===== src/rtl/telegram_ccm_mic_check_macros.svh =====
// assertion helpers for the rtl
`ifndef TELEGRAM_CCM_MIC_CHECK_MACROS_SVH
`define TELEGRAM_CCM_MIC_CHECK_MACROS_SVH
`ifndef SYNTH
`define TMC_ASSERT(label, clk, rst, prop) \
   label: assert property (@(posedge clk) disable iff (rst) prop) \
      else $error("assertion failed");
`define TMC_ASSERT_NEVER(label, clk, rst, expr) \
   label: assert property (@(posedge clk) disable iff (rst) !(expr)) \
      else $error("forbidden condition seen");
`else
`define TMC_ASSERT(label, clk, rst, prop)
`define TMC_ASSERT_NEVER(label, clk, rst, expr)
`endif
`endif


===== src/rtl/tmc_pkg.sv =====
`timescale 1ns / 1ps
package tmc_pkg;
   localparam int MAX_BYTES_DEFAULT = 32;
   localparam int BUF_DEPTH = 30;
   localparam int Q_DEPTH = 2;
   localparam int NUM_ROUNDS = 10;

   localparam logic [2:0] ST_OK     = 3'd0;
   localparam logic [2:0] ST_LEN    = 3'd1;
   localparam logic [2:0] ST_COMM   = 3'd2;
   localparam logic [2:0] ST_REPLAY = 3'd3;
   localparam logic [2:0] ST_BADSIG = 3'd4;

   localparam logic [1:0] REG_KEY_HIGH = 2'd0;
   localparam logic [1:0] REG_KEY_LOW  = 2'd1;
   localparam logic [1:0] REG_ADDRESS  = 2'd2;

   localparam logic [7:0] LEN_COMM  = 8'd29;
   localparam logic [7:0] LEN_MIN   = 8'd11;
   localparam logic [7:0] SIG_BYTES = 8'd4;
   localparam logic [7:0] AAD_ONE_BLOCK = 8'd14;
   localparam logic [7:0] B0_FLAGS  = 8'h49;
   localparam logic [7:0] A0_FLAGS  = 8'h01;

   typedef struct packed {
      logic [2:0]   pre_status;
      logic [31:0]  counter;
      logic         two_blocks;
      logic [127:0] b1;
      logic [127:0] b2;
      logic [31:0]  sig;
   } job_type;

   localparam logic [7:0] SBOX [256] = '{
      8'h63,8'h7c,8'h77,8'h7b,8'hf2,8'h6b,8'h6f,8'hc5,8'h30,8'h01,8'h67,8'h2b,8'hfe,8'hd7,8'hab,8'h76,
      8'hca,8'h82,8'hc9,8'h7d,8'hfa,8'h59,8'h47,8'hf0,8'had,8'hd4,8'ha2,8'haf,8'h9c,8'ha4,8'h72,8'hc0,
      8'hb7,8'hfd,8'h93,8'h26,8'h36,8'h3f,8'hf7,8'hcc,8'h34,8'ha5,8'he5,8'hf1,8'h71,8'hd8,8'h31,8'h15,
      8'h04,8'hc7,8'h23,8'hc3,8'h18,8'h96,8'h05,8'h9a,8'h07,8'h12,8'h80,8'he2,8'heb,8'h27,8'hb2,8'h75,
      8'h09,8'h83,8'h2c,8'h1a,8'h1b,8'h6e,8'h5a,8'ha0,8'h52,8'h3b,8'hd6,8'hb3,8'h29,8'he3,8'h2f,8'h84,
      8'h53,8'hd1,8'h00,8'hed,8'h20,8'hfc,8'hb1,8'h5b,8'h6a,8'hcb,8'hbe,8'h39,8'h4a,8'h4c,8'h58,8'hcf,
      8'hd0,8'hef,8'haa,8'hfb,8'h43,8'h4d,8'h33,8'h85,8'h45,8'hf9,8'h02,8'h7f,8'h50,8'h3c,8'h9f,8'ha8,
      8'h51,8'ha3,8'h40,8'h8f,8'h92,8'h9d,8'h38,8'hf5,8'hbc,8'hb6,8'hda,8'h21,8'h10,8'hff,8'hf3,8'hd2,
      8'hcd,8'h0c,8'h13,8'hec,8'h5f,8'h97,8'h44,8'h17,8'hc4,8'ha7,8'h7e,8'h3d,8'h64,8'h5d,8'h19,8'h73,
      8'h60,8'h81,8'h4f,8'hdc,8'h22,8'h2a,8'h90,8'h88,8'h46,8'hee,8'hb8,8'h14,8'hde,8'h5e,8'h0b,8'hdb,
      8'he0,8'h32,8'h3a,8'h0a,8'h49,8'h06,8'h24,8'h5c,8'hc2,8'hd3,8'hac,8'h62,8'h91,8'h95,8'he4,8'h79,
      8'he7,8'hc8,8'h37,8'h6d,8'h8d,8'hd5,8'h4e,8'ha9,8'h6c,8'h56,8'hf4,8'hea,8'h65,8'h7a,8'hae,8'h08,
      8'hba,8'h78,8'h25,8'h2e,8'h1c,8'ha6,8'hb4,8'hc6,8'he8,8'hdd,8'h74,8'h1f,8'h4b,8'hbd,8'h8b,8'h8a,
      8'h70,8'h3e,8'hb5,8'h66,8'h48,8'h03,8'hf6,8'h0e,8'h61,8'h35,8'h57,8'hb9,8'h86,8'hc1,8'h1d,8'h9e,
      8'he1,8'hf8,8'h98,8'h11,8'h69,8'hd9,8'h8e,8'h94,8'h9b,8'h1e,8'h87,8'he9,8'hce,8'h55,8'h28,8'hdf,
      8'h8c,8'ha1,8'h89,8'h0d,8'hbf,8'he6,8'h42,8'h68,8'h41,8'h99,8'h2d,8'h0f,8'hb0,8'h54,8'hbb,8'h16
   };

   function automatic logic [7:0] xtime(logic [7:0] v);
      return {v[6:0], 1'b0} ^ (v[7] ? 8'h1b : 8'h00);
   endfunction
endpackage


===== src/rtl/tmc_if.sv =====
`timescale 1ns / 1ps
interface tmc_req_if;
   logic       valid;
   logic       ready;
   logic [7:0] telegram_byte;
   logic       last_byte;
   modport source (output valid, telegram_byte, last_byte, input ready);
   modport sink (input valid, telegram_byte, last_byte, output ready);
endinterface



===== src/rtl/tmc_front.sv =====
`timescale 1ns / 1ps
module tmc_front #(
   parameter int MAX_BYTES = tmc_pkg::MAX_BYTES_DEFAULT
) (
   input  logic             clock,
   input  logic             reset,
   tmc_req_if.sink          req_if,
   input  logic             q_full,
   output logic             q_push,
   output tmc_pkg::job_type q_job
);
   import tmc_pkg::*;

   logic [7:0] buf_ff [BUF_DEPTH];
   logic [7:0] buf_in [BUF_DEPTH];
   logic [7:0] blk [BUF_DEPTH];
   logic [5:0] count_ff, count_in;
   logic [31:0] sig_ff, sig_in;
   logic accept;
   logic [6:0] total;
   logic [7:0] len, aad;
   logic len_bad;

   assign req_if.ready = !q_full;
   assign accept = req_if.valid && req_if.ready;
   assign total = {1'b0, count_ff} + 7'd1;
   assign sig_in = {sig_ff[23:0], req_if.telegram_byte};

   always_comb begin
      for (int j = 0; j < BUF_DEPTH; j++) begin
         buf_in[j] = (accept && count_ff == 6'(j)) ? req_if.telegram_byte : buf_ff[j];
      end
      len = buf_in[0];
      aad = len - (SIG_BYTES - 8'd1);
      len_bad = ({2'b0, total} != {1'b0, len} + 9'd1) || (total > 7'(MAX_BYTES));
      for (int j = 0; j < BUF_DEPTH; j++) begin
         blk[j] = (8'(j) < aad) ? buf_in[j] : 8'h00;
      end
      q_job.counter = '0;
      for (int i = 0; i < 4; i++) begin
         // counter bytes not received read as zero
         q_job.counter[8*i +: 8] = (total > 7'(4 + i)) ? buf_in[4 + i] : 8'h00;
      end
      if (len_bad) begin
         q_job.pre_status = ST_LEN;
      end else if (len == LEN_COMM) begin
         q_job.pre_status = ST_COMM;
      end else if (len < LEN_MIN) begin
         q_job.pre_status = ST_LEN;
      end else begin
         q_job.pre_status = ST_OK;
      end
      q_job.two_blocks = aad > AAD_ONE_BLOCK;
      q_job.b1 = '0;
      q_job.b1[119:112] = aad;
      for (int j = 0; j < 14; j++) begin
         q_job.b1[111 - 8*j -: 8] = blk[j];
      end
      for (int j = 14; j < BUF_DEPTH; j++) begin
         q_job.b2[127 - 8*(j - 14) -: 8] = blk[j];
      end
      q_job.sig = sig_in;
      q_push = accept && req_if.last_byte;
      if (!accept) begin
         count_in = count_ff;
      end else if (req_if.last_byte) begin
         count_in = '0;
      end else if (count_ff == 6'd63) begin
         count_in = count_ff;
      end else begin
         count_in = count_ff + 6'd1;
      end
   end

   always_ff @(posedge clock) begin
      if (reset) begin
         count_ff <= '0;
      end else begin
         count_ff <= count_in;
      end
   end

   always_ff @(posedge clock) begin
      if (accept) begin
         sig_ff <= sig_in;
         for (int j = 0; j < BUF_DEPTH; j++) begin
            buf_ff[j] <= buf_in[j];
         end
      end
   end
endmodule


===== src/flat_wrapper.sv =====
// flat-port wrapper written by rule: the top's interface ports become plain ports
module tmc_front_flat import tmc_pkg::*;
#(
   parameter int MAX_BYTES = tmc_pkg::MAX_BYTES_DEFAULT
)
  (clock, reset, q_full, q_push, q_job, req_if_valid, req_if_telegram_byte, req_if_last_byte, req_if_ready);
  tmc_req_if req_if_i ();
  input  logic clock;
  input  logic reset;
  input  logic q_full;
  output logic q_push;
  output tmc_pkg::job_type q_job;
  input wire logic [$bits(req_if_i.valid)-1:0] req_if_valid;
  input wire logic [$bits(req_if_i.telegram_byte)-1:0] req_if_telegram_byte;
  input wire logic [$bits(req_if_i.last_byte)-1:0] req_if_last_byte;
  output wire logic [$bits(req_if_i.ready)-1:0] req_if_ready;
  assign req_if_i.valid = req_if_valid;
  assign req_if_i.telegram_byte = req_if_telegram_byte;
  assign req_if_i.last_byte = req_if_last_byte;
  assign req_if_ready = req_if_i.ready;
  tmc_front #(.MAX_BYTES(MAX_BYTES)) u_core (.clock(clock), .reset(reset), .req_if(req_if_i), .q_full(q_full), .q_push(q_push), .q_job(q_job));
endmodule

===== config.mk =====
export PLATFORM = sky130hd
export DESIGN_NAME = tmc_front_flat
export DESIGN_NICKNAME = d
export VERILOG_FILES = /design/src/rtl/telegram_ccm_mic_check_macros.svh /design/src/rtl/tmc_pkg.sv /design/src/rtl/tmc_if.sv /design/src/rtl/tmc_front.sv /design/src/flat_wrapper.sv
export SDC_FILE = /design/constraint.sdc
export NUM_CORES = 1
export LEC_CHECK = 0
export ABC_AREA = 1
export BUFFER_PORTS_ARGS = -buffer_cell sky130_fd_sc_hd__buf_2
export CORE_MARGIN = 5
export CORE_UTILIZATION = 35
export DETAILED_ROUTE_END_ITERATION = 16
export SLEW_MARGIN = 20
export SYNTH_ARGS = -nofsm -noshare
export SYNTH_HDL_FRONTEND = slang
export SYNTH_SLANG_ARGS = --single-unit

===== constraint.sdc =====
create_clock -name clock -period 14 [get_ports clock]
set_clock_uncertainty 0.05 [all_clocks]
set_input_delay 1.4 -clock clock [delete_from_list [all_inputs] [get_ports clock]]
set_output_delay 1.4 -clock clock [all_outputs]
set_load 0.005 [all_outputs]

==> results.toml <==
[sta]
tightest_slew_ns = 1.03
hold_slack_ns = 0.394
clock.fmax_mhz = 142
period_needed_ns = 7.04
period_share_pct = 50.3
relSlewSlack_pct = 31.2
finalSetupTns_ns = 0
finalHoldViolCount = 0
setup_ws_ns = 6.96
setup_viol = 0
rsz0062_at_grt = "false"
slew_viol_final = 0

[die]
coreArea_mm2 = 0.0417
pin_count = 339
rows = 75
die_h_um = 215
die-area_mm2 = 0.0461
die_w_um = 215
initial_core_util_pct = 35.2

[layout]
drive_gt1_share_pct = 20.7
n_fill_cell = 4275
final_common_cell = "nand2_1"
syn_to_final_growth_pct = 21.0
seqCellArea_mm2 = 0.00805
multiInputGateArea_mm2 = 0.00461
post-route-cell-area_mm2 = 0.0177
final_nets = 2126
layout_common_cells = "nand2_1 (488), inv_1 (431), buf_2 (329)"

[worst_setup_path]
r2r_start = "u_core.count_ff[0]$_SDFFE_PP0P_"
reg2reg_slack_ns = 11.44
reg2reg_depth = 7
worst_ep_required_time_ns = 12.55
crit_fanout = 27
critical_path_arrival_ns = 5.59
worst_setup_path_end_kind = "output port"
worst_setup_path_start_kind = "input port"
reg2reg_to = "u_core.buf_ff[0][5]$_DFFE_PP_"
critPathKind = "in -> out"
crit_start = "q_full"

[yosys]
yosys_warnings = 0
ys_async_sr_fraction_pct = 0
syn-cell-area_mm2 = 0.0147
ys_ff_latch = 270
synth_top_area_share_pct = 54.1
syn_inst = 1798
ys_seq_area_share_pct = 54.9
ys_types = 36
synth-edff-count = 264
yosysTopAreaCell = "edfxtp_1"
yosys-top-cells-area = "edfxtp_1 (54%), nand2_1 (13%), inv_1 (11%)"
synth.avg_cell_area_um2 = 8.15
synthFlopType = "edfxtp_1"

[clock_network]
cts_resized = 0
cts_tree = "done"
cts_buffers = 34
numClockSinks = 270
cts-root-buf = "clkbuf_16"
cts_max_level = 2
cts_setup_buffers = 0
clkLatencyLatePin_ns = 0.54
cts_max_path_buffers = 3
path_clk_slew_ns = 0.05
cts-hold-fix-buffers = 0

[routing]
vias = 12400
drt_wl_total_mm = 46.8
drc = 0
ant_nets = 0
first_pass_iters = 6
via_per_inst = 4.64
wl_per_cell_um = 17.5
dr.first_iter.drc_count = 1046

[global_routing]
grt_pass1_vias = 11900
grt_usage_pct = 19.5
grt_max_degree = 79
grt_overflow_total = 0
antenna_found_initial = 2
grt_pass1_wl_mm = 70.4

[pwr]
irDropWorstVdd_uv = 76.8
power_density_mw_per_mm2 = 114
p_leak_uw = 0.00942

[place]
port_buffers = 329
pre_cts_ws_ns = 6.97
place_congestion = 0.900
placed_cell_area_mm2 = 0.0167
hpwl_mm = 32.8

[hold_path]
min_to = "u_core.sig_ff[10]$_DFFE_PP_"
hold_start = "u_core.sig_ff[2]$_DFFE_PP_"
min_path_type = "reg -> reg"
min_path_cells = 0

[flow_run]
drv_cap = 0

[run_status]
status = "finished, final reports clean"
-- power by group --
group          total (uW)  switching, uW  internal (uW)
Sequential            930           8.18            922
Clock                 829            346            483
Combinational         257            178           78.8
-- worst max-delay path, cell delays in order --
cell     delay, ns
buf_2         0.12
nor2_4        0.14
nand2_1       0.09
nor2_1        0.71
nand2_1       0.23
nand2_2       0.20
ha_1          0.19
inv_1         0.09
nand3_2       0.13
inv_2         0.06
nand2_1       0.09
nor2_1        0.05
nand2_1       0.05
nand2_1       0.12
nor2_4        0.63
nand2_2       0.54
nand2_1       0.49
nor2_1        0.07
buf_2         0.15
-- cells in the mapped netlist, drive strengths merged (2+ instances only) --
library cell and n:
xor2 2, nand3 49, edfxtp 264, nand2 511, nor2 178, dfxtp 6
nand4 4, clkbuf 46, o21ai 248, inv 443, ha 6, a21oi 7
nor3 2, buf 23, nor4 2
-- registers in the layout, summed over array words and instances, names as in the netlist --
name,count
u_core.buf_ff,240
u_core.count_ff,6
u_core.sig_ff,24
-- layout make-up --
type,instances,area share [%]
clock inverter,14,0.402
inverter,443,9.38
multi-input combinational,1024,26.0
sequential,270,45.4
timing repair buffer,334,9.50
antenna,2,0.0282
clock buffer,48,5.46
tap,539,3.80
-- metrics by stage --
stage                     instances  power, uW  util [%]
after floorplan                1806       1090         -
after global placement         2610       1200      40.0
after detailed placement       2610       1210      40.0
after CTS                      2672       2050      42.5
after global routing           2674       2110      42.5
final                          2674       2020      42.5
-- layer usage --
layer,vias up,global-route usage [%],part of all wire (%)
met5,-,0,0
met4,0,5.63,2.1
met3,58,3.64,6.1
met2,402,32.6,47
met1,5782,26.2,44
li1,6166,-,-
-- worst max path at each step --
stage | slack (ns) | end | cells after the start
3_3_place_gp | 7.17 | q_job[52] | 19
2_1_floorplan | 5.36 | q_job[200] | 19
6_report | 6.96 | q_job[52] | 19
4_1_cts | 6.97 | q_job[52] | 19
5_1_grt | 6.51 | q_job[52] | 20
3_5_place_dp | 6.97 | q_job[52] | 19
-- cell families (layout without fill, tap and decap cells) --
family                   Yosys count  count (layout)  synth area share (%)
other                              1              11                0.0256
AO/OA/AOI/OAI                    260             260                  9.18
adder cells (fa/ha/maj)            6               6                 0.512
AND/OR/NAND/NOR                  747             747                  21.4
flip-flops                       270             270                  54.9
buffers and inverters            512             839                  13.8
XOR/XNOR                           2               2                 0.171
(Power assumes the default switching activity.)
