**config.mk**
```make
export PLATFORM = sky130hd
export DESIGN_NAME = tmc_queue
export DESIGN_NICKNAME = d
export VERILOG_FILES = /design/src/rtl/telegram_ccm_mic_check_macros.svh /design/src/rtl/tmc_pkg.sv /design/src/rtl/tmc_queue.sv
export SDC_FILE = /design/constraint.sdc
export NUM_CORES = 1
export LEC_CHECK = 0
export BUFFER_PORTS_ARGS = -buffer_cell sky130_fd_sc_hd__buf_4
export CAP_MARGIN = 30
export CORE_AREA = 8 8 250 252
export DETAILED_ROUTE_END_ITERATION = 8
export DIE_AREA = 0 0 258 260
export PLACE_DENSITY = 0.77
export SLEW_MARGIN = 40
export SYNTH_ARGS = -nofsm -noshare
export SYNTH_HDL_FRONTEND = slang
export SYNTH_SLANG_ARGS = --single-unit
```
**constraint.sdc**
```tcl
create_clock -name clock -period 20.3 [get_ports clock]
set_clock_uncertainty 0.1 [all_clocks]
set_input_delay 2.03 -clock clock [delete_from_list [all_inputs] [get_ports clock]]
set_output_delay 2.03 -clock clock [all_outputs]
set_load 0.005 [all_outputs]
```
**src/rtl/telegram_ccm_mic_check_macros.svh**
```systemverilog
// assertion helpers for the rtl
`ifndef TELEGRAM_CCM_MIC_CHECK_MACROS_SVH
`define TELEGRAM_CCM_MIC_CHECK_MACROS_SVH
`ifndef SYNTH
`define TMC_ASSERT(label, clk, rst, prop) \
   label: assert property (@(posedge clk) disable iff (rst) prop) \
      else $error("assertion failed");
`define TMC_ASSERT_NEVER(label, clk, rst, expr) \
   label: assert property (@(posedge clk) disable iff (rst) !(expr)) \
      else $error("forbidden condition seen");
`else
`define TMC_ASSERT(label, clk, rst, prop)
`define TMC_ASSERT_NEVER(label, clk, rst, expr)
`endif
`endif

```
**src/rtl/tmc_pkg.sv**
```systemverilog
`timescale 1ns / 1ps
package tmc_pkg;
   localparam int MAX_BYTES_DEFAULT = 32;
   localparam int BUF_DEPTH = 30;
   localparam int Q_DEPTH = 2;
   localparam int NUM_ROUNDS = 10;

   localparam logic [2:0] ST_OK     = 3'd0;
   localparam logic [2:0] ST_LEN    = 3'd1;
   localparam logic [2:0] ST_COMM   = 3'd2;
   localparam logic [2:0] ST_REPLAY = 3'd3;
   localparam logic [2:0] ST_BADSIG = 3'd4;

   localparam logic [1:0] REG_KEY_HIGH = 2'd0;
   localparam logic [1:0] REG_KEY_LOW  = 2'd1;
   localparam logic [1:0] REG_ADDRESS  = 2'd2;

   localparam logic [7:0] LEN_COMM  = 8'd29;
   localparam logic [7:0] LEN_MIN   = 8'd11;
   localparam logic [7:0] SIG_BYTES = 8'd4;
   localparam logic [7:0] AAD_ONE_BLOCK = 8'd14;
   localparam logic [7:0] B0_FLAGS  = 8'h49;
   localparam logic [7:0] A0_FLAGS  = 8'h01;

   typedef struct packed {
      logic [2:0]   pre_status;
      logic [31:0]  counter;
      logic         two_blocks;
      logic [127:0] b1;
      logic [127:0] b2;
      logic [31:0]  sig;
   } job_type;

   localparam logic [7:0] SBOX [256] = '{
      8'h63,8'h7c,8'h77,8'h7b,8'hf2,8'h6b,8'h6f,8'hc5,8'h30,8'h01,8'h67,8'h2b,8'hfe,8'hd7,8'hab,8'h76,
      8'hca,8'h82,8'hc9,8'h7d,8'hfa,8'h59,8'h47,8'hf0,8'had,8'hd4,8'ha2,8'haf,8'h9c,8'ha4,8'h72,8'hc0,
      8'hb7,8'hfd,8'h93,8'h26,8'h36,8'h3f,8'hf7,8'hcc,8'h34,8'ha5,8'he5,8'hf1,8'h71,8'hd8,8'h31,8'h15,
      8'h04,8'hc7,8'h23,8'hc3,8'h18,8'h96,8'h05,8'h9a,8'h07,8'h12,8'h80,8'he2,8'heb,8'h27,8'hb2,8'h75,
      8'h09,8'h83,8'h2c,8'h1a,8'h1b,8'h6e,8'h5a,8'ha0,8'h52,8'h3b,8'hd6,8'hb3,8'h29,8'he3,8'h2f,8'h84,
      8'h53,8'hd1,8'h00,8'hed,8'h20,8'hfc,8'hb1,8'h5b,8'h6a,8'hcb,8'hbe,8'h39,8'h4a,8'h4c,8'h58,8'hcf,
      8'hd0,8'hef,8'haa,8'hfb,8'h43,8'h4d,8'h33,8'h85,8'h45,8'hf9,8'h02,8'h7f,8'h50,8'h3c,8'h9f,8'ha8,
      8'h51,8'ha3,8'h40,8'h8f,8'h92,8'h9d,8'h38,8'hf5,8'hbc,8'hb6,8'hda,8'h21,8'h10,8'hff,8'hf3,8'hd2,
      8'hcd,8'h0c,8'h13,8'hec,8'h5f,8'h97,8'h44,8'h17,8'hc4,8'ha7,8'h7e,8'h3d,8'h64,8'h5d,8'h19,8'h73,
      8'h60,8'h81,8'h4f,8'hdc,8'h22,8'h2a,8'h90,8'h88,8'h46,8'hee,8'hb8,8'h14,8'hde,8'h5e,8'h0b,8'hdb,
      8'he0,8'h32,8'h3a,8'h0a,8'h49,8'h06,8'h24,8'h5c,8'hc2,8'hd3,8'hac,8'h62,8'h91,8'h95,8'he4,8'h79,
      8'he7,8'hc8,8'h37,8'h6d,8'h8d,8'hd5,8'h4e,8'ha9,8'h6c,8'h56,8'hf4,8'hea,8'h65,8'h7a,8'hae,8'h08,
      8'hba,8'h78,8'h25,8'h2e,8'h1c,8'ha6,8'hb4,8'hc6,8'he8,8'hdd,8'h74,8'h1f,8'h4b,8'hbd,8'h8b,8'h8a,
      8'h70,8'h3e,8'hb5,8'h66,8'h48,8'h03,8'hf6,8'h0e,8'h61,8'h35,8'h57,8'hb9,8'h86,8'hc1,8'h1d,8'h9e,
      8'he1,8'hf8,8'h98,8'h11,8'h69,8'hd9,8'h8e,8'h94,8'h9b,8'h1e,8'h87,8'he9,8'hce,8'h55,8'h28,8'hdf,
      8'h8c,8'ha1,8'h89,8'h0d,8'hbf,8'he6,8'h42,8'h68,8'h41,8'h99,8'h2d,8'h0f,8'hb0,8'h54,8'hbb,8'h16
   };

   function automatic logic [7:0] xtime(logic [7:0] v);
      return {v[6:0], 1'b0} ^ (v[7] ? 8'h1b : 8'h00);
   endfunction
endpackage

```
**src/rtl/tmc_queue.sv**
```systemverilog
`timescale 1ns / 1ps
module tmc_queue (
   input  logic             clock,
   input  logic             reset,
   input  logic             push,
   input  tmc_pkg::job_type push_job,
   output logic             full,
   input  logic             pop,
   output logic             job_valid,
   output tmc_pkg::job_type pop_job
);
   import tmc_pkg::*;

   localparam int AW = $clog2(Q_DEPTH);

   job_type entry_ff [Q_DEPTH];
   logic [AW-1:0] wr_ff, rd_ff;
   logic [AW:0] fill_ff;

   assign full = fill_ff == (AW + 1)'(Q_DEPTH);
   assign job_valid = fill_ff != '0;
   assign pop_job = entry_ff[rd_ff];

   always_ff @(posedge clock) begin
      if (reset) begin
         wr_ff <= '0;
         rd_ff <= '0;
         fill_ff <= '0;
      end else begin
         if (push) begin
            wr_ff <= (wr_ff == AW'(Q_DEPTH - 1)) ? '0 : wr_ff + 1'b1;
         end
         if (pop) begin
            rd_ff <= (rd_ff == AW'(Q_DEPTH - 1)) ? '0 : rd_ff + 1'b1;
         end
         fill_ff <= fill_ff + (AW + 1)'(push) - (AW + 1)'(pop);
      end
   end

   always_ff @(posedge clock) begin
      if (push) begin
         entry_ff[wr_ff] <= push_job;
      end
   end
endmodule

```
==> results of run 1 <==
[final cells by class]
cell class	count	area (sq um)
diodes	3	7.51
clock buffers	83	1780
clock inverters	42	457
fillers	4426	26800
inverters	2	7.51
multi-input cells	338	3770
flip-flops and latches	653	19600
well taps	773	967
repair buffers	668	5080
[critical path, stage by stage, from the launching register on]
cell,delay (ps)
dfxtp_4,860
buf_4,730
buf_6,620
mux2_2,430
buf_4,150
[metal layers]
metal	vias to the layer above	GRT usage (%)	wire length, um
met4	4	6.56	1730
met1	6107	17.2	19900
met5	-	0	27
li1	5540	-	-
met3	102	6.70	6160
met2	557	28.7	30100
[flip-flops by register name, indices dropped and copies added (netlist names), named ones only]
name / cells
wr_ff: 1
rd_ff: 1
entry_ff: 648
fill_ff: 2
[kinds of logic after synthesis]
kind of cell / synth area share (%)
buffers and inverters: 1.58
flip-flops: 82.5
adder cells (fa/ha/maj): 0.106
XOR/XNOR: 0.169
AND/OR/NAND/NOR: 0.195
multiplexers: 15.4
[metrics by stage]
stage	total power, mW	instances	hold slack [ps]	cell area [sq um]
global placement	1.98	2431	397	29300
detailed placement	1.99	2433	415	29400
floorplan	1.81	1029	380	23700
CTS	3.23	2558	466	31600
global route	3.30	2561	492	31600
finish	3.19	2562	459	31600
[cells in the final DEF (no fill, tap or decap), types with 3 or more instances in the layout]
cell type / netlist / routed
clkinv_2: 0 / 7
buf_4: 0 / 655
buf_6: 30 / 10
inv_6: 0 / 4
nor2_1: 4 / 4
bufinv_16: 0 / 7
mux2_2: 324 / 324
clkbuf_16: 0 / 69
diode_2: 0 / 3
clkinv_1: 0 / 17
edfxtp_1: 648 / 648
dfxtp_1: 5 / 4
clkbuf_1: 0 / 14
[power by group through the flow]
stage | Sequential [mW] | Clock (mW) | Combinational (mW)
after floorplan | 1.65 | 0 | 0.159
after global placement | 1.62 | 0 | 0.359
after detailed placement | 1.63 | 0 | 0.367
after CTS | 1.60 | 1.26 | 0.370
after global routing | 1.60 | 1.31 | 0.388
final | 1.60 | 1.23 | 0.364
[path summary, 6_finish.rpt]
kind                      startpoint                    endpoint  slack [ps]
setup reg to reg  wr_ff$_SDFFE_PP0P_  entry_ff[0][174]$_DFFE_PP_       17380
hold reg to reg   rd_ff$_SDFFE_PP0P_          rd_ff$_SDFFE_PP0P_         460
hold / removal    rd_ff$_SDFFE_PP0P_          rd_ff$_SDFFE_PP0P_         460
setup / recovery            register                pop_job[211]       14610
==> results.sh, run 1 <==
export IMPL_status="finished, final reports clean"
export IMPL_ys_async_sr_fraction_pct=0
export IMPL_power_switching_mw=0.686
export IMPL_synth_area_leader_cell="edfxtp_1"
export IMPL_cts_tree="done"
export IMPL_ys_ff_latch=653
export IMPL_relSlewSlack_pct=45.0
export IMPL_drt_total_wl_mm=57.9
export IMPL_dp_hpwl_mm=41.3
export IMPL_layout_setup_ws_ps=14610
export IMPL_arrival_ps=3560
export IMPL_synth_edf_count=648
export IMPL_synth_ff_type="edfxtp_1"
export IMPL_holdPathStages=2
export IMPL_core_sq_mm=0.0585
export IMPL_clk_pin_slew_ps=60
export IMPL_antenna_found_initial=5
export IMPL_worst_r2r_cell_count=4
export IMPL_die_w_um=258
export IMPL_gp_congestion=0.840
export IMPL_grt_pass1_wl_mm=82.3
export IMPL_pwr_share_comb_pct=11.4
export IMPL_rsz0062_at_grt="no"
export IMPL_die_area_sq_mm=0.0671
export IMPL_clk_latency_ps=590
export IMPL_ant_nets=0
export IMPL_ctsResizeCount=0
export IMPL_syn_avg_cell_area_sq_um=23.0
export IMPL_ys_warn_count=0
export IMPL_drc=0
export IMPL_drive_above_1_share_pct=61.0
export IMPL_syn_to_final_growth_pct=33.5
export IMPL_grt_ovfl_total=0
export IMPL_timing_fmax_mhz=176
export IMPL_vias_per_cell=4.80
export IMPL_h_tree_depth=3
export IMPL_grt_pass1_vias=13290
export IMPL_cts_sinks=653
export IMPL_ir_worst_vdd_mv=0.0745
export IMPL_ys_types=13
export IMPL_firstDrtPassIters=4
export IMPL_row_count=89
export IMPL_end_kind="output pin"
export IMPL_p_per_area_mw_per_mm2=101
export IMPL_worstSetupPathType="register to output pin"
export IMPL_maxCapViolCount=0
export IMPL_start_util_pct=40.5
export IMPL_p_leak_nw=11.7
export IMPL_fin_crit_ps=5690
export IMPL_start_kind="register"
export IMPL_yosysMostFrequentCell="edfxtp_1"
export IMPL_p_clk_share_pct=38.5
export IMPL_grt_use_total_pct=16.3
export IMPL_nNetsFinal=2061
export IMPL_grt_max_degree=79
export IMPL_cts_root_buf="clkbuf_16"
export IMPL_cts_buffers=68
export IMPL_hold_class="register to register"
export IMPL_finalSetupViolations=0
export IMPL_ctsHoldBuffers=0
export IMPL_syn_inst=1029
export IMPL_syn_area_sq_mm=0.0237
export IMPL_synth_top_cell_area_share_pct=82.1
export IMPL_p_int_mw=2.50
export IMPL_final_max_slew_viol_count=0
export IMPL_die_y_um=260
export IMPL_ios=654
export IMPL_pre_cts_ws_ps=15160
export IMPL_worst_slew_pin_transition_ps=825
export IMPL_ys_top_cells_by_area="edfxtp_1, mux2_2, buf_6"
export IMPL_syn_num_nets=1359
export IMPL_drtIter0Drc=624
export IMPL_finalSetupTns_ps=0
export IMPL_vias=12310
export IMPL_power_frac_seq_pct=50.1
export IMPL_port_buffers=653
export IMPL_yosys_top_cells_count="edfxtp_1, mux2_2, buf_6, buf_2, dfxtp_1"
export IMPL_clockBufferDepth=3
export IMPL_hold_viol_final=0
export IMPL_cts_setup_buffers=0
export IMPL_cp_max_fo=75
export IMPL_fin_crit_sh_pct=28.1
export IMPL_yosysSeqAreaShare_pct=82.5
export IMPL_switching_share_pct=21.5
export IMPL_crit_required_ps=18170
export IMPL_wl_per_cell_um=22.6
export IMPL_final_core_utilization_pct=54.1
Note: power is estimated with default switching activity, not from simulation.
==> run 2, diff against run 1 <==
Settings changed: CORE_AREA 8 8 250 252 to 8 8 248 250, DIE_AREA 0 0 258 260 to 0 0 256 258, PLACE_DENSITY 0.77 to 0.8.
Clock period 20.3 ns to 5.05 ns, I/O delays scaled along.
==> results.sh, run 2 (synthesis results as in run 1) <==
export IMPL_p_leak_nw=13.1
export IMPL_rsz0062_at_grt="no"
export IMPL_cts_sinks=653
export IMPL_finalSetupTns_ps=0
export IMPL_r2r_start="wr_ff$_SDFFE_PP0P_"
export IMPL_row_count=88
export IMPL_maxCapViolCount=0
export IMPL_largestRegisters="entry_ff (648), fill_ff (2)"
export IMPL_wl_per_cell_um=24.0
export IMPL_worst_slew_pin_transition_ps=733
export IMPL_worstSetupPathType="register to output pin"
export IMPL_hold_viol_final=0
export IMPL_fin_crit_sh_pct=63.6
export IMPL_vias_per_cell=4.90
export IMPL_die_w_um=256
export IMPL_worstReg2RegEnd="entry_ff[1][187]$_DFFE_PP_"
export IMPL_port_buffers=653
export IMPL_cts_buffers=66
export IMPL_clockBufferDepth=3
export IMPL_drive_above_1_share_pct=52.2
export IMPL_min_from="push_job[122]"
export IMPL_cts_tree="done"
export IMPL_largest_register="entry_ff"
export IMPL_cp_slowest_cell="dfxtp_4"
export IMPL_timing_fmax_mhz=311
export IMPL_antenna_found_initial=8
export IMPL_firstDrtPassIters=4
export IMPL_p_per_area_mw_per_mm2=368
export IMPL_nNetsFinal=2397
export IMPL_total_power_mw=12.8
export IMPL_clk_latency_ps=580
export IMPL_cts_root_buf="clkbuf_16"
export IMPL_gp_congestion=0.859
export IMPL_final_max_slew_viol_count=0
export IMPL_grt_ovfl_total=0
export IMPL_start_util_pct=41.3
export IMPL_vias=14102
export IMPL_r2r_setup_slack_ps=2910
export IMPL_relSlewSlack_pct=51.2
export IMPL_crit_path_frequent_cell="buf_12"
export IMPL_arrival_ps=2610
export IMPL_path_cells="buf_16 -> buf_12 -> buf_12 -> mux2_2 -> buf_4"
export IMPL_grt_use_total_pct=20.0
export IMPL_drt_total_wl_mm=69.1
export IMPL_dp_cells=2439
export IMPL_status="finished, final reports clean"
export IMPL_whs_ps=59.0
export IMPL_crit_required_ps=4450
export IMPL_ant_nets=0
export IMPL_drc=0
export IMPL_core_sq_mm=0.0574
export IMPL_final_common_cell="buf_4"
export IMPL_start_kind="register"
export IMPL_ios=654
export IMPL_cp_max_fo=62
export IMPL_holdPathStages=1
export IMPL_slowest_delay_ps=540
export IMPL_clk_pin_slew_ps=60
export IMPL_die_y_um=258
export IMPL_grt_pass1_wl_mm=100
export IMPL_largest_reg_flops=648
export IMPL_worst_r2r_cell_count=3
export IMPL_finalNonFillerCells=2880
export IMPL_end_kind="output pin"
export IMPL_dp_hpwl_mm=43.1
export IMPL_die_area_sq_mm=0.0660
export IMPL_grt_max_degree=110
export IMPL_grt_pass1_vias=15746
export IMPL_syn_to_final_growth_pct=47.0
export IMPL_fin_crit_ps=3210
export IMPL_cts_setup_buffers=0
export IMPL_hold_end="entry_ff[0][122]$_DFFE_PP_"
export IMPL_final_cell_mix="buf_4, edfxtp_1, mux2_2, dlygate4sd3_1, clkbuf_16"
export IMPL_drtIter0Drc=879
export IMPL_finalSetupViolations=0
export IMPL_h_tree_depth=3
export IMPL_ir_worst_vdd_mv=0.311
export IMPL_hold_class="input port to register"
run 2: critical path, delay by kind of cell, from the launching register on:
family,cells,cell delay (ps)
buf+inv,4,940
flops,1,540
mux,1,430
run 2: layer usage:
metal / GRT usage (%) / wire length, um / vias to the layer above
li1: - / - / 6204
met3: 6.20 / 5240 / 169
met2: 36.7 / 37200 / 685
met5: 0 / 57 / -
met1: 20.7 / 23700 / 7036
met4: 9.46 / 2910 / 8
run 2: repair_timing:
action / in CTS / in global routing
hold endpoints to repair: 648 / 2
hold buffers: 323 / 1
gates resized for setup: 0 / 0
run 2: layout make-up:
type / instances / area, sq um
Clock inverter: 33 / 254
Fill cell: 3789 / 22500
Multi-Input combinational cell: 338 / 3770
Inverter: 2 / 7.51
Sequential cell: 653 / 19600
Antenna cell: 4 / 10.0
Tap cell: 765 / 957
Clock buffer: 79 / 1740
Timing Repair Buffer: 1006 / 8520
run 2: worst max path at each step:
stage                                       endpoint  slack, ps  depth (start not counted)
after global placement    entry_ff[0][229]$_DFFE_PP_       2280                          3
after CTS                                pop_job[84]       1830                          5
after detailed placement                 pop_job[84]       2460                          5
final                                    pop_job[84]       1840                          5
after floorplan             entry_ff[0][0]$_DFFE_PP_       -830                          1
after global routing                     pop_job[84]       1730                          5
run 2: per-stage QoR:
| stage | setup slack [ps] | cell area [sq um] | utilization (%) |
|---|---|---|---|
| final | 1840 | 34800 | 60.7 |
| after global routing | 1730 | 34800 | 60.7 |
| after CTS | 1830 | 34800 | 60.6 |
| after detailed placement | 2460 | 29600 | 51.5 |
| after global placement | 2280 | 29500 | 51.3 |
| after floorplan | -832 | 23700 | - |
run 2: where the power goes:
group	leakage (nW)	switching (mW)	internal [mW]
logic	5.97	0.774	1.00
clock network	0.983	2.02	2.58
registers	6.12	0.0948	6.33
==> run 3, diff against run 2 <==
Settings changed: ABC_AREA set to 1, CORE_AREA 8 8 248 250 to 8 8 250 252, DIE_AREA 0 0 256 258 to 0 0 258 260, PLACE_DENSITY 0.8 to 0.77.
Clock period 5.05 ns to 3.1 ns, I/O delays scaled along.
==> results.sh, run 3 <==
export IMPL_status="finished, final reports clean"
export IMPL_clk_pin_slew_ps=60
export IMPL_maxCapViolCount=0
export IMPL_critPathBufInv=2
export IMPL_final_core_utilization_pct=60.1
export IMPL_finalSetupViolations=0
export IMPL_regArea_sq_mm=0.0196
export IMPL_pre_cts_ws_ps=968
export IMPL_ys_top_cells_by_area="edfxtp_1, mux2_2, buf_6"
export IMPL_die_y_um=260
export IMPL_drt_total_wl_mm=67.4
export IMPL_h_tree_depth=3
export IMPL_ir_worst_vdd_mv=0.504
export IMPL_critPathTopFamily="flip-flops"
export IMPL_ys_ff_latch=653
export IMPL_fin_crit_sh_pct=88.9
export IMPL_vias_per_cell=4.85
export IMPL_worstSetupPathType="register to output pin"
export IMPL_syn_avg_cell_area_sq_um=22.8
export IMPL_path_cells="buf_12 -> mux2_2 -> buf_4"
export IMPL_syn_to_final_growth_pct=48.2
export IMPL_fin_area_sq_mm=0.0351
export IMPL_synth_top_cell_area_share_pct=82.1
export IMPL_nFillCells=3925
export IMPL_die_w_um=258
export IMPL_grt_use_total_pct=19.2
export IMPL_port_buffers=653
export IMPL_antenna_found_initial=5
export IMPL_grt_pass1_wl_mm=97.9
export IMPL_syn_area_sq_mm=0.0237
export IMPL_syn_inst=1039
export IMPL_start_util_pct=40.5
export IMPL_p_leak_nw=13.2
export IMPL_synth_ff_type="edfxtp_1"
export IMPL_cp_max_fo=68
export IMPL_placedInstanceArea_sq_mm=0.0297
export IMPL_drtIter0Drc=929
export IMPL_drive_above_1_share_pct=52.0
export IMPL_cts_tree="done"
export IMPL_ant_nets=0
export IMPL_wl_met1_mm=23.1
export IMPL_die_area_sq_mm=0.0671
export IMPL_largest_register="entry_ff"
export IMPL_start_kind="register"
export IMPL_rsz0062_at_grt="no"
export IMPL_dp_hpwl_mm=42.8
export IMPL_slowest_delay_ps=610
export IMPL_fin_crit_ps=2760
export IMPL_relSlewSlack_pct=67.1
export IMPL_final_cell_mix="buf_4, edfxtp_1, dlygate4sd3_1, mux2_2, clkbuf_16"
export IMPL_finalSetupTns_ps=0
export IMPL_met2RoutedLength_mm=36.4
export IMPL_core_sq_mm=0.0585
export IMPL_drc=0
export IMPL_nNetsFinal=2424
export IMPL_clk_latency_ps=580
export IMPL_cts_root_buf="clkbuf_16"
export IMPL_ys_types=13
export IMPL_hold_viol_final=0
export IMPL_arrival_ps=2350
export IMPL_largest_reg_flops=648
export IMPL_grt_ovfl_total=0
export IMPL_yosysMostFrequentCell="edfxtp_1"
export IMPL_final_common_cell="buf_4"
export IMPL_layout_setup_ws_ps=344
export IMPL_ios=654
export IMPL_yosysSeqAreaShare_pct=82.5
export IMPL_firstDrtPassIters=5
export IMPL_cts_sinks=653
export IMPL_end_kind="output pin"
export IMPL_route_met3_wl_mm=5.50
export IMPL_route_top_layer_used="met5"
export IMPL_row_count=89
export IMPL_gp_congestion=0.841
export IMPL_grt_max_degree=87
export IMPL_wl_per_cell_um=23.0
export IMPL_final_max_slew_viol_count=0
export IMPL_synth_area_leader_cell="edfxtp_1"
export IMPL_multi_input_area_sq_mm=0.00375
export IMPL_yosys_top_cells_count="edfxtp_1, mux2_2, buf_6, inv_1, nor2_1"
export IMPL_cp_slowest_cell="dfxtp_4"
export IMPL_syn_num_nets=1369
export IMPL_p_per_area_mw_per_mm2=598
export IMPL_vias=14168
export IMPL_cts_buffers=67
export IMPL_ys_async_sr_fraction_pct=0
export IMPL_ys_warn_count=0
export IMPL_largestRegisters="entry_ff (648), fill_ff (2)"
export IMPL_grt_pass1_vias=15801
export IMPL_worst_slew_pin_transition_ps=493
export IMPL_hold_class="input port to register"
export IMPL_crit_required_ps=2690
export IMPL_clockBufferDepth=3
export IMPL_timing_fmax_mhz=363
export IMPL_synth_edf_count=648
[run 3: changes by cell type after synthesis, sizes merged, moves of 3 or more]
cell   previous run  this run
nor2b             3         0
inv               2         8
nand2             0         5
nor2              4         7
[run 3: worst register-to-register path, delay by kind of cell (launching register included)]
kind / cells / cell delay (ps)
flops: 1 / 370
buf+inv: 3 / 1060
simple gates: 1 / 70
[run 3: logic make-up after synthesis]
kind of cell / share of synthesized area, %
AO/OA/AOI/OAI: 0.0211
XOR/XNOR: 0.0370
adder cells (fa/ha/maj): 0.106
buffers and inverters: 1.68
flip-flops: 82.5
multiplexers: 15.4
AND/OR/NAND/NOR: 0.232
[run 3: repair_timing]
item,4_1_cts,5_1_grt
endpoints found under the hold margin,653,0
gates resized for setup,0,0
buffers inserted,0,0
hold buffers,328,0
[run 3: per-layer routing]
| metal | vias to the layer above | global-route usage, % |
|---|---|---|
| li1 | 6263 | - |
| met1 | 7049 | 20.3 |
| met2 | 731 | 35.2 |
| met3 | 123 | 5.66 |
| met4 | 2 | 8.05 |
| met5 | - | 0 |
[run 3: layout make-up]
class | count | area share, %
Antenna cell | 6 | 0.0427
Tap cell | 773 | 2.75
Timing Repair Buffer | 1022 | 24.6
Multi-Input combinational cell | 342 | 10.7
Sequential cell | 653 | 55.7
Clock buffer | 84 | 5.01
Inverter | 8 | 0.132
Clock inverter | 36 | 1.09
[run 3: through the flow]
step / total power [mW] / std cells / hold slack [ps]
floorplan: 11.5 / 1039 / 281
global placement: 12.8 / 2470 / 394
detailed placement: 12.9 / 2470 / 397
CTS: 21.0 / 2918 / 289
global route: 21.7 / 2922 / 308
finish: 21.0 / 2924 / 337
[run 3: worst paths after layout]
path | startpoint | endpoint | slack, ps | cells after the start
worst max-delay path | register | pop_job[102] | 340 | 3
worst min-delay path | push_job[294] | entry_ff[0][294]$_DFFE_PP_ | 340 | 2
worst max register to register | wr_ff$_SDFFE_PP0P_ | entry_ff[1][226]$_DFFE_PP_ | 1140 | 4
worst min register to register | wr_ff$_SDFFE_PP0P_ | wr_ff$_SDFFE_PP0P_ | 440 | 2
[run 3: power breakdown]
| part | total [mW] | internal, mW | switching, mW |
|---|---|---|---|
| clock network | 7.91 | 4.51 | 3.39 |
| registers | 10.4 | 10.2 | 0.140 |
| logic | 2.73 | 1.57 | 1.16 |
| total | 21.0 | 16.3 | 4.70 |
